===== src/design/aging_presence_table_unit_defines.svh =====
// Assertion macros shared by the aging presence table modules.
// Plain text macros only; no dependencies.
`ifndef AGING_PRESENCE_TABLE_UNIT_DEFINES_SVH
`define AGING_PRESENCE_TABLE_UNIT_DEFINES_SVH

// Same-cycle implication, disabled during reset.
`define APT_ASSERT_IMP(lbl, clk, rstn, ante, cons, msg) \
  lbl: assert property (@(posedge clk) disable iff (!(rstn)) (ante) |-> (cons)) \
    else $error(msg);

// Next-cycle implication, disabled during reset.
`define APT_ASSERT_NXT(lbl, clk, rstn, ante, cons, msg) \
  lbl: assert property (@(posedge clk) disable iff (!(rstn)) (ante) |=> (cons)) \
    else $error(msg);

`endif


===== src/design/apt_pkg.sv =====
// Shared types, constants and the blink delay function for the aging
// presence table. No dependencies.
package apt_pkg;

  localparam int unsigned ID_W    = 16;
  localparam int unsigned CD_W    = 8;
  localparam int unsigned COUNT_W = 5;
  localparam int unsigned DELAY_W = 10;
  // Widest live count the delay function takes (up to 511 entries).
  localparam int unsigned NMAX_W  = 9;

  localparam logic [CD_W-1:0] REFRESH_RESET = 8'd60;

  localparam logic CMD_SIGHTING = 1'b0;
  localparam logic CMD_TICK     = 1'b1;

  // Controller to datapath commands.
  typedef struct packed {
    logic capture;
    logic rd_en;
    logic commit;
  } apt_cmd_t;

  // Datapath to controller status.
  typedef struct packed {
    logic rd_last;
    logic out_busy;
  } apt_sts_t;

  // Blink delay: 700-100*n below five, 300-50*(n-4) after, floored at zero.
  function automatic logic [DELAY_W-1:0] led_delay(input logic [NMAX_W-1:0] n);
    logic [DELAY_W-1:0] res;
    logic [3:0]         over;
    res  = '0;
    over = 4'(n[3:0] - 4'd4);
    if (n < 9'd5) begin
      res = 10'd700 - 10'(n[2:0]) * 10'd100;
    end else if (n < 9'd10) begin
      res = 10'd300 - 10'(over) * 10'd50;
    end else begin
      res = '0;
    end
    return res;
  endfunction

endpackage


===== src/design/aging_presence_table_unit.sv =====
// Top level of the aging presence table: ties the sequencer to the datapath.
// Depends on apt_pkg, apt_ctrl and apt_dp.
//
// Usage:
//   Input channel (in_valid_i/in_ready_o) transfers one item: cmd_i = 0 is a
//   badge sighting of badge_id_i, cmd_i = 1 is a one-second tick.
//   Output channel (out_valid_o/out_ready_i) transfers one result per item:
//   the live entry count and the blink delay in milliseconds.
//   Config channel (cfg_valid_i/cfg_ready_o) writes refresh_seconds; it is
//   always ready and should only be written while the block is idle.
// Timing:
//   One item at a time: the next item is taken only once the last one has
//   committed its result. The table is walked one entry per cycle through the
//   single read port of the entry memories.
// Reset:
//   All entries read as empty (ID 0, countdown 0) and refresh_seconds = 60.
// Stall:
//   The result waits in the output register; the next item may be taken and
//   walked meanwhile, and holds before commit until the register frees.
module aging_presence_table_unit #(
  parameter int unsigned ENTRIES = 16
) (
  input  logic                        clk_i,
  input  logic                        rst_ni,
  input  logic                        in_valid_i,
  output logic                        in_ready_o,
  input  logic                        cmd_i,
  input  logic [apt_pkg::ID_W-1:0]    badge_id_i,
  output logic                        out_valid_o,
  input  logic                        out_ready_i,
  output logic [apt_pkg::COUNT_W-1:0] active_count_o,
  output logic [apt_pkg::DELAY_W-1:0] led_delay_ms_o,
  input  logic                        cfg_valid_i,
  output logic                        cfg_ready_o,
  input  logic [apt_pkg::CD_W-1:0]    cfg_data_i
);

  apt_pkg::apt_cmd_t cmd;
  apt_pkg::apt_sts_t sts;

  assign cfg_ready_o = 1'b1;

  apt_ctrl u_ctrl (
    .clk_i      (clk_i),
    .rst_ni     (rst_ni),
    .in_valid_i (in_valid_i),
    .in_ready_o (in_ready_o),
    .sts_i      (sts),
    .cmd_o      (cmd)
  );

  apt_dp #(
    .ENTRIES (ENTRIES)
  ) u_dp (
    .clk_i          (clk_i),
    .rst_ni         (rst_ni),
    .cmd_i          (cmd),
    .sts_o          (sts),
    .cmd_in_i       (cmd_i),
    .badge_id_i     (badge_id_i),
    .cfg_we_i       (cfg_valid_i),
    .cfg_data_i     (cfg_data_i),
    .out_valid_o    (out_valid_o),
    .out_ready_i    (out_ready_i),
    .active_count_o (active_count_o),
    .led_delay_ms_o (led_delay_ms_o)
  );

endmodule


===== src/design/apt_ctrl.sv =====
// Sequencer for the aging presence table: accepts an item, walks the
// table, then commits and loads the result. Depends on apt_pkg.
`include "aging_presence_table_unit_defines.svh"

module apt_ctrl (
  input  logic              clk_i,
  input  logic              rst_ni,
  input  logic              in_valid_i,
  output logic              in_ready_o,
  input  apt_pkg::apt_sts_t sts_i,
  output apt_pkg::apt_cmd_t cmd_o
);

  typedef enum logic [1:0] {
    ST_IDLE,
    ST_SCAN,
    ST_DRAIN,
    ST_FIN
  } state_e;

  state_e state_q;

  assign in_ready_o = (state_q == ST_IDLE);

  // Decode commands from state and status.
  always_comb begin
    cmd_o = '0;
    case (state_q)
      ST_IDLE:  cmd_o.capture = in_valid_i;
      ST_SCAN:  cmd_o.rd_en   = 1'b1;
      ST_DRAIN: cmd_o         = '0;
      ST_FIN:   cmd_o.commit  = !sts_i.out_busy;
      default:  cmd_o         = '0;
    endcase
  end

  // Advance through scan, drain and commit.
  always_ff @(posedge clk_i or negedge rst_ni) begin
    if (!rst_ni) begin
      state_q <= ST_IDLE;
    end else begin
      case (state_q)
        ST_IDLE:  if (in_valid_i) state_q <= ST_SCAN;
        ST_SCAN:  if (sts_i.rd_last) state_q <= ST_DRAIN;
        ST_DRAIN: state_q <= ST_FIN;
        ST_FIN:   if (!sts_i.out_busy) state_q <= ST_IDLE;
        default:  state_q <= ST_IDLE;
      endcase
    end
  end

  `APT_ASSERT_NXT(a_capture_scan, clk_i, rst_ni, cmd_o.capture, state_q == ST_SCAN,
                  "capture not followed by scan")
  `APT_ASSERT_NXT(a_last_drain, clk_i, rst_ni, (state_q == ST_SCAN) && sts_i.rd_last,
                  state_q == ST_DRAIN, "scan did not stop at last entry")
  `APT_ASSERT_IMP(a_cmd_excl, clk_i, rst_ni, 1'b1,
                  $onehot0({cmd_o.capture, cmd_o.rd_en, cmd_o.commit}),
                  "commands overlap")

endmodule


===== src/design/apt_dp.sv =====
// Datapath for the aging presence table: entry memories, scan pipeline,
// match/free search, live count and output register. Depends on apt_pkg.
`include "aging_presence_table_unit_defines.svh"

module apt_dp #(
  parameter int unsigned ENTRIES = 16
) (
  input  logic                          clk_i,
  input  logic                          rst_ni,
  input  apt_pkg::apt_cmd_t             cmd_i,
  output apt_pkg::apt_sts_t             sts_o,
  input  logic                          cmd_in_i,
  input  logic [apt_pkg::ID_W-1:0]      badge_id_i,
  input  logic                          cfg_we_i,
  input  logic [apt_pkg::CD_W-1:0]      cfg_data_i,
  output logic                          out_valid_o,
  input  logic                          out_ready_i,
  output logic [apt_pkg::COUNT_W-1:0]   active_count_o,
  output logic [apt_pkg::DELAY_W-1:0]   led_delay_ms_o
);

  localparam int unsigned IW = (ENTRIES > 1) ? $clog2(ENTRIES) : 1;
  localparam int unsigned CW = $clog2(ENTRIES + 1);

  // Entry storage; valid bits make unwritten entries read as zero.
  logic [apt_pkg::ID_W-1:0] id_mem [ENTRIES];
  logic [apt_pkg::CD_W-1:0] cd_mem [ENTRIES];
  logic [ENTRIES-1:0]       valid_q;

  logic                     cmd_q;
  logic [apt_pkg::ID_W-1:0] badge_q;
  logic [apt_pkg::CD_W-1:0] refresh_q;
  logic [IW-1:0]            rd_idx_q;
  logic [IW-1:0]            proc_idx_q;
  logic                     rdv_q;
  logic                     vld_rd_q;
  logic [apt_pkg::ID_W-1:0] id_rd_q;
  logic [apt_pkg::CD_W-1:0] cd_rd_q;
  logic [CW-1:0]            live_q, live_d;
  logic                     match_q, free_q;
  logic [IW-1:0]            match_idx_q, free_idx_q;
  logic                     match_nz_q;
  logic                     out_valid_q;
  logic [apt_pkg::COUNT_W-1:0] active_q;
  logic [apt_pkg::DELAY_W-1:0] delay_q;

  logic [apt_pkg::ID_W-1:0] eff_id;
  logic [apt_pkg::CD_W-1:0] eff_cd;
  logic                     eff_nz;
  logic                     we;
  logic                     we_id;
  logic [IW-1:0]            waddr;
  logic [apt_pkg::CD_W-1:0] wcd;
  logic [CW-1:0]            count_new;
  logic [apt_pkg::NMAX_W-1:0] count_wide;
  logic                     is_tick;

  assign is_tick = (cmd_q == apt_pkg::CMD_TICK);
  assign eff_id  = vld_rd_q ? id_rd_q : '0;
  assign eff_cd  = vld_rd_q ? cd_rd_q : '0;
  assign eff_nz  = (eff_cd != '0);

  assign sts_o.rd_last  = (rd_idx_q == IW'(ENTRIES - 1));
  assign sts_o.out_busy = out_valid_q && !out_ready_i;

  // Select the single memory write: tick decrement during scan, or commit of a sighting.
  always_comb begin
    we    = 1'b0;
    we_id = 1'b0;
    waddr = proc_idx_q;
    wcd   = eff_cd - 1'b1;
    if (rdv_q && is_tick && eff_nz) begin
      we = 1'b1;
    end else if (cmd_i.commit && !is_tick) begin
      wcd = refresh_q;
      if (match_q) begin
        we    = 1'b1;
        we_id = 1'b1;
        waddr = match_idx_q;
      end else if (free_q) begin
        we    = 1'b1;
        we_id = 1'b1;
        waddr = free_idx_q;
      end
    end
  end

  // Count live entries on the fly; sightings adjust for the committed entry.
  always_comb begin
    live_d = live_q;
    if (rdv_q) begin
      if (is_tick) begin
        live_d = live_q + CW'(eff_cd > 8'd1);
      end else begin
        live_d = live_q + CW'(eff_nz);
      end
    end
    count_new = live_q;
    if (!is_tick) begin
      if (match_q) begin
        count_new = live_q - CW'(match_nz_q) + CW'(refresh_q != '0);
      end else if (free_q) begin
        count_new = live_q + CW'(refresh_q != '0);
      end
    end
    count_wide = apt_pkg::NMAX_W'(count_new);
  end

  // Memory write and registered read.
  always_ff @(posedge clk_i) begin
    if (we) begin
      cd_mem[waddr] <= wcd;
    end
    if (we_id) begin
      id_mem[waddr] <= badge_q;
    end
    if (cmd_i.rd_en) begin
      id_rd_q <= id_mem[rd_idx_q];
      cd_rd_q <= cd_mem[rd_idx_q];
    end
  end

  // Hold the item and search results.
  always_ff @(posedge clk_i) begin
    if (cmd_i.capture) begin
      cmd_q   <= cmd_in_i;
      badge_q <= badge_id_i;
    end
    if (rdv_q && !match_q && (eff_id == badge_q)) begin
      match_idx_q <= proc_idx_q;
      match_nz_q  <= eff_nz;
    end
    if (rdv_q && !free_q && !eff_nz) begin
      free_idx_q <= proc_idx_q;
    end
    if (cmd_i.commit) begin
      active_q <= (count_wide > 9'd31) ? 5'd31 : count_wide[apt_pkg::COUNT_W-1:0];
      delay_q  <= apt_pkg::led_delay(count_wide);
    end
  end

  // Control state: scan counters, flags, valid bits, config, output valid.
  always_ff @(posedge clk_i or negedge rst_ni) begin
    if (!rst_ni) begin
      valid_q     <= '0;
      refresh_q   <= apt_pkg::REFRESH_RESET;
      rd_idx_q    <= '0;
      proc_idx_q  <= '0;
      rdv_q       <= 1'b0;
      vld_rd_q    <= 1'b0;
      live_q      <= '0;
      match_q     <= 1'b0;
      free_q      <= 1'b0;
      out_valid_q <= 1'b0;
    end else begin
      if (cfg_we_i) begin
        refresh_q <= cfg_data_i;
      end
      if (we_id) begin
        valid_q[waddr] <= 1'b1;
      end
      rdv_q <= cmd_i.rd_en;
      if (cmd_i.rd_en) begin
        vld_rd_q   <= valid_q[rd_idx_q];
        proc_idx_q <= rd_idx_q;
        rd_idx_q   <= rd_idx_q + 1'b1;
      end
      if (cmd_i.capture) begin
        rd_idx_q <= '0;
        live_q   <= '0;
        match_q  <= 1'b0;
        free_q   <= 1'b0;
      end else begin
        live_q <= live_d;
        if (rdv_q && (eff_id == badge_q)) begin
          match_q <= 1'b1;
        end
        if (rdv_q && !eff_nz) begin
          free_q <= 1'b1;
        end
      end
      if (cmd_i.commit) begin
        out_valid_q <= 1'b1;
      end else if (out_ready_i) begin
        out_valid_q <= 1'b0;
      end
    end
  end

  assign out_valid_o    = out_valid_q;
  assign active_count_o = active_q;
  assign led_delay_ms_o = delay_q;

  `APT_ASSERT_IMP(a_no_overwrite, clk_i, rst_ni, cmd_i.commit,
                  !(out_valid_q && !out_ready_i), "result loaded over pending one")
  `APT_ASSERT_NXT(a_read_pipe, clk_i, rst_ni, cmd_i.rd_en, rdv_q,
                  "read data stage not marked valid")
  `APT_ASSERT_IMP(a_count_range, clk_i, rst_ni, out_valid_q,
                  apt_pkg::NMAX_W'(active_q) <= apt_pkg::NMAX_W'(ENTRIES),
                  "live count above table size")

endmodule

===== config.mk =====
export PLATFORM = sky130hd
export DESIGN_NAME = aging_presence_table_unit
export DESIGN_NICKNAME = d
export VERILOG_FILES = /design/src/design/apt_pkg.sv /design/src/design/aging_presence_table_unit.sv /design/src/design/apt_ctrl.sv /design/src/design/apt_dp.sv
export VERILOG_INCLUDE_DIRS = /design/src /design/src/design
export SDC_FILE = /design/constraint.sdc
export NUM_CORES = 1
export LEC_CHECK = 0
export BUFFER_PORTS_ARGS = -buffer_cell sky130_fd_sc_hd__buf_2
export CAP_MARGIN = 20
export CELL_PAD_IN_SITES_DETAIL_PLACEMENT = 1
export CELL_PAD_IN_SITES_GLOBAL_PLACEMENT = 2
export CORE_MARGIN = 8
export CORE_UTILIZATION = 35
export CTS_BUF_LIST = sky130_fd_sc_hd__clkbuf_4 sky130_fd_sc_hd__clkbuf_8 sky130_fd_sc_hd__clkbuf_16
export CTS_CLUSTER_DIAMETER = 30
export DETAILED_ROUTE_END_ITERATION = 8
export GPL_ROUTABILITY_DRIVEN = 0
export GPL_TIMING_DRIVEN = 0
export PLACE_DENSITY = 0.69
export SYNTH_ARGS = -nofsm -noshare
export SYNTH_HDL_FRONTEND = slang
export SYNTH_SLANG_ARGS = --single-unit

===== constraint.sdc =====
create_clock -name clk_i -period 4.45 [get_ports clk_i]
set_input_delay 0.445 -clock clk_i [delete_from_list [all_inputs] [get_ports clk_i]]
set_output_delay 0.445 -clock clk_i [all_outputs]
set_load 0.005 [all_outputs]

### Yosys cells after proc, flatten, opt, wreduce, memory -nomap -nowiden

Memories as Yosys holds them, arrays and structs flattened. A register that Yosys moved wholly into a read port is not among the register bits.
Cells that the tools add are included.

* $lt $le $gt $ge: 7
* eq/ne operators: 8
* bitwise gates (word level): 1
* reductions and logical operators: 26
* $mul: 2
* $add $sub $neg: 10
* multiplexer cells: 44

Operators by type and width (count)
* $mux W5: 6
* $mux W4: 6
* $mux W8: 3
* $add A5 B1 Y5: 4
* $mux W1: 20
* $mux W10: 2
* $eq A16 B16 Y1: 1
* $mux W16: 1
* $or A16 B16 Y16: 1
* $reduce_bool A8 Y1: 2
* $logic_and A1 B1 Y1: 11
* $lt A4 B5 Y1 const B: 2
* $reduce_bool A2 Y1: 5
* $sub A10 B10 Y10 const A: 1
* $sub A9 B10 Y10 const A: 1
* $mul A4 B5 Y9 const B: 1
* $gt A8 B1 Y1 const B: 1
* $mul A3 B5 Y8 const B: 1
* $pmux W2 S4: 1
* $sub A8 B1 Y8 const B: 1
* $logic_not A1 Y1: 6
* $mux W2: 3
* $ne A2 B2 Y1 const B: 3
* $gt A5 B5 Y1 const B: 1
* other kinds (13): 14

* memories kept: 2
* logic and storage cells: 118
* input bits: 30
* RAM bits: 384
* flip-flop bits (word level): 85

Memory list
* u_dp.id_mem: words 16, width 16, read ports 1, clocked after memory_dff 1, write ports 1, line apt_dp.sv:26 `logic [apt_pkg::ID_W-1:0] id_mem [ENTRIES];`
* u_dp.cd_mem: words 16, width 8, read ports 1, clocked after memory_dff 1, write ports 1, line apt_dp.sv:27 `logic [apt_pkg::CD_W-1:0] cd_mem [ENTRIES];`

### Logic depth before layout (Yosys ltp)

* depth after elaboration: 12
* mapped depth: 22

### Cells and area by module

Synthesis repeated with hierarchy kept, for this count alone.

* cell total of the unflattened synthesis: 1060
* area total of the unflattened synthesis: 20251.9 µm²

By module, submodules not included
* apt_dp: seq. area each 14508.9 µm², area each 20064.2 µm², cells each 1041, times used 1
* apt_ctrl: seq. area each 50.0 µm², area each 176.4 µm², cells each 17, times used 1
* aging_presence_table_unit: seq. area each 0.0 µm², area each 11.3 µm², cells each 2, times used 1

### Worst setup path after synthesis

Ideal clock, no wire load.

* kind: register to register
* from: reg u_dp.refresh_q[6] in the netlist's numbering
* to: reg u_dp.delay_q (netlist bit u_dp.led_delay_ms_o[9]), data pin
* data required time: 4.175 ns
* slack: 0.436 ns
* cell stages (with the launch flop): 20
* library setup time: 0.275 ns
* period minus slack after synthesis: 4.014 ns
* arrival: 3.739 ns
* path buffers: 0
* cells stage by stage: dfrtp_1 > nor4_1 > nand2_1 > ha_1 > fa_1 > xnor2_1 > a21oi_1 > o22a_2 > ha_1 > inv_1 > ha_1 > ha_1 > inv_1 > fa_1 > xor2_1 > nand2_1 > o21a_1 > a41oi_1 > xnor2_1 > o22ai_1

* cells in the longest elaborated chain, start to end: 10
* elaborated cells on any way between the ends: 15

Ends and longest elaborated chain
* start: declaration: line apt_dp.sv:32 `logic [apt_pkg::CD_W-1:0] refresh_q;`
* start signal: assignment: line apt_dp.sv:146 `refresh_q <= apt_pkg::REFRESH_RESET;`
* start signal: assignment: line apt_dp.sv:157 `refresh_q <= cfg_data_i;`
* $reduce_bool A8 Y1 *: line apt_dp.sv:101, apt_dp.sv:103
* $add A5 B1 Y5: line apt_dp.sv:103 `count_new = live_q + CW'(refresh_q != '0);`
* $mux W5: line apt_dp.sv:102 `end else if (free_q) begin`
* $mux W5 *: line apt_dp.sv:100 `if (match_q) begin`
* $mux W5 *: line apt_dp.sv:99 `if (!is_tick) begin`
* net u_dp.count_new[2]: line apt_dp.sv:54 `logic [CW-1:0] count_new;`
* $sub A4 B3 Y4: line apt_pkg.sv:35 `over = 4'(n[3:0] - 4'd4);`
* $mul A4 B5 Y9: line apt_pkg.sv:39 `res = 10'd300 - 10'(over) * 10'd50;`
* $sub A9 B10 Y10: line apt_pkg.sv:39
* $mux W10: line apt_pkg.sv:38 `end else if (n < 9'd10) begin`
* $mux W10 *: line apt_pkg.sv:36 `if (n < 9'd5) begin`
* end signal: assignment: line apt_dp.sv:138 `delay_q <= apt_pkg::led_delay(count_wide);`
* end: declaration: line apt_dp.sv:45 `logic [apt_pkg::DELAY_W-1:0] delay_q;`

Mark *: on every way through the listed nets, which the timed path passes. The rest lies on a longest branch.
A chain may end at the register's enable or synchronous reset.

### Final worst setup path

Same ends and word-level chain as after synthesis.

==> qor.csv <==
metric,value,unit
via count of the first global-routing pass,11730,
layout cells sized above 1,35.81,%
Initial Utilization,35.23,%
fmax,0.2384,GHz
Reg power frac,35.3,%
Total GRT Usage,15.00,%
CP required,4.78,ns
Final WS setup,0.2557,ns
die height,256.3,um
top_reg_cell synth,edfxtp_1,
Register Area,14560,um2
minimum clock period after layout,4.194,ns
top cell type's share of synthesized area,66.57,%
clk_skew,0.01825,ns
post-route ant nets,0,
Hold Path Class,in2reg,
Syn Std Cell Area,20210,um2
Buf/Inv on CP,2,
clk_lat worst skew,0.62,ns
post-placement cell area,21830,um2
pre-CTS setup slack,-0.1357,ns
WL final,49380,um
VDD IR max,0.0003334,V
# setup viols final,0,
Mean Syn Cell Area,19.14,um2
Max Cap Viol,0,
"FF+latch count, synth",492,
"Design Area, Final",25620,um2
Clk pwr share,42.9,%
residual DRC count,0,
Crit-path slowest cell,fa_2,
"Clk pin slew, worst setup/hold paths",0.05,ns
die span in x,256.3,um
number of synthesized flops with an enable pin,448,
measured slew at the worst slew-check pin,1.001,ns
crit end category,flip-flop,
post-DP HPWL,32360,um
status,"complete, no violations",
Core Region,57370,um2
worst path arrival time,4.53,ns
static leakage,0.008695,uW
fill cell count,5439,
Clock Tree Buf Depth,3,
Multi-input gate area,5374,um2
per-cell routed wire length,23.55,um
Startpoint Class,flip-flop,
Slew Limit Headroom,33.02,%
grt total ovfl,0,
power per cell area,689.9,nW/um2
Logic pwr share,21.9,%
Async SR Flop Fraction,8.943,%
global-route wire length before repair,74980,um
Num CTS Buffers,97,
switch share,27.77,%
"Worst Path Class, Setup",reg2reg,
"CP delay by family, top",adder cells,
cell count after synthesis,1056,
Worst path max stage delay,0.41,ns
port bufs,44,
diode count,0,
Clock Sink Count,492,
area grow syn2layout,26.80,%
cell taking the most area after synthesis,edfxtp_1,
vias per cell,5.111,
number of vias in the routed layout,10720,
NetSw,4909,uW
Synth area leaders,"edfxtp_1 (67%), mux4_2 (14%), dfrtp_1 (5.0%)",
"Seq/Total Area, Yosys",72.04,%
drt first pass iters,5,
final hold violations,0,
H-tree depth,3,
final core utilization,44.67,%
Synthesized Nets,1124,
YS warnings,0,
overall power,17680,uW
Die Area,65690,um2
DRT iter0 DRCs,636,
nets@finish,1319,
crit path max fanout,3,
post-synthesis cell type count,64,
largest net degree at the start of global routing,45,
CP cell instances,nor4_2 > nand2_1 > ha_2 > fa_2 > xnor2_2 > a21oi_1 > o22a_2 > ha_1 > inv_2 > ha_2 > ha_2 > inv_1 > fa_2 > xor2_2 > nand2_1 > o21a_1 > a41oi_2 > xnor2_1 > o22ai_1,
Setup Total Neg Slack,0,ns
Slew Limit Fails,0,
P_int,12770,uW
Final period util,94.26,%
antenna violations before repair,0,
CTS tree,built,
Site Rows,88,
clock root buffer,clkbuf_16,
# IOs,48,
"most used cell, CP",ha_2,
-- Yosys cell counts (15+ instances only) --
cell	number
ha_1	36
inv_1	41
nand2_1	26
edfxtp_1	448
buf_2	19
dfrtp_1	40
o21ai_0	20
xnor2_1	20
nor2_1	64
clkbuf_1	16
nand3_1	19
o22ai_1	15
mux4_2	125
-- worst paths after layout --
path                                                     to  cells past startpoint                          start  slack (ns)
max                        u_dp.led_delay_ms_o[9]$_DFFE_PP_                     19  u_dp.refresh_q[6]$_DFFE_PN0P_        0.26
min                               u_dp.badge_q[6]$_DFFE_PP_                      1                  badge_id_i[6]        0.03
min reg2reg                    u_dp.valid_q[10]$_DFFE_PN0P_                      1   u_dp.valid_q[10]$_DFFE_PN0P_        0.47
min in group asynchronous     u_dp.refresh_q[6]$_DFFE_PN0P_                      2                         rst_ni        0.24
max reg2reg                u_dp.led_delay_ms_o[9]$_DFFE_PP_                     19  u_dp.refresh_q[6]$_DFFE_PN0P_        0.26
max in group asynchronous        u_dp.live_q[4]$_DFFE_PN0P_                      3                         rst_ni        3.72
-- power groups by stage --
stage                     clock (uW)  sequential [uW]  combinational (uW)
after detailed placement           0             6310                3810
after CTS                       7700             6240                3870
after global routing            7890             6280                4210
after global placement             0             6300                3600
final                           7580             6230                3870
after floorplan                    0             6190                2550
-- cell families after synthesis --
family,synth area share [%]
buffers and inverters,1.975
and+or+nand+nor,3.832
other,0.03716
xor gates and xnor gates,1.213
AOI/OAI and AO/OA,3.672
adders and majority gates,2.427
muxes,14.80
DFF,72.04
-- stage by stage --
stage | cells | hold WS (ns)
2_1_floorplan | 1056 | 0.1494
3_3_place_gp | 1865 | 0.4468
3_5_place_dp | 1890 | 0.4536
4_1_cts | 2085 | 0.001884
5_1_grt | 2097 | 0.009335
6_report | 2097 | 0.03151
-- worst register-to-register path: cells and delay by family (launching register included) --
kind	cells	cell delay (ns)
simple gates	3	0.53
xor+xnor	3	0.44
fa+ha+maj	6	1.63
flops	1	0.40
buf+inv	2	0.12
compound gates	5	0.79
-- timing repair --
action / in CTS / in global routing
buffers inserted: 2 / 8
pin swaps: 2 / 9
endpoints found under the hold margin: 13 / 8
gates resized for setup: 4 / 14
setup endpoints to repair: 1 / 3
hold buffers: 13 / 1
-- layout by cell type (no fill, tap or decap), drive strengths merged, types with 26 or more instances in the layout --
cell type	synthesis	routed
edfxtp	448	448
mux4	125	125
clkbuf	16	125
buf	32	114
nor2	64	64
inv	42	44
dfrtp	40	40
clkinv	0	37
ha	36	36
nand2	26	26
-- registers in the layout, summed over array words and instances, names as in the netlist, 2 cells and up --
register,flops
u_dp.badge_q,16
u_dp.active_count_o,5
u_dp.rd_idx_q,4
u_dp.proc_idx_q,4
u_dp.cd_rd_q,8
u_dp.refresh_q,8
u_dp.id_rd_q,16
u_dp.id_mem,256
u_dp.valid_q,16
u_dp.live_q,5
u_dp.led_delay_ms_o,9
u_dp.match_idx_q,4
u_dp.free_idx_q,4
u_ctrl.state_q,2
u_dp.cd_mem,128
-- cell type report --
| type | count | share of cell area [%] |
|---|---|---|
| buffer | 48 | 0.9717 |
| clock buffer | 109 | 9.985 |
| clock inverter | 71 | 3.496 |
| inverter | 42 | 0.6152 |
| multi-input combinational | 474 | 20.97 |
| sequential | 492 | 56.82 |
| tap | 765 | 3.735 |
| timing repair buffer | 96 | 3.408 |
-- routing by layer --
layer	global-route usage, %	up-vias	part of all wire, %
met5	0	-	0
met4	5.214	0	2.0
met3	3.074	80	5.0
met2	25.35	264	50
met1	19.09	5678	43
li1	-	4696	-
Note: power is estimated with default switching activity, not from simulation.
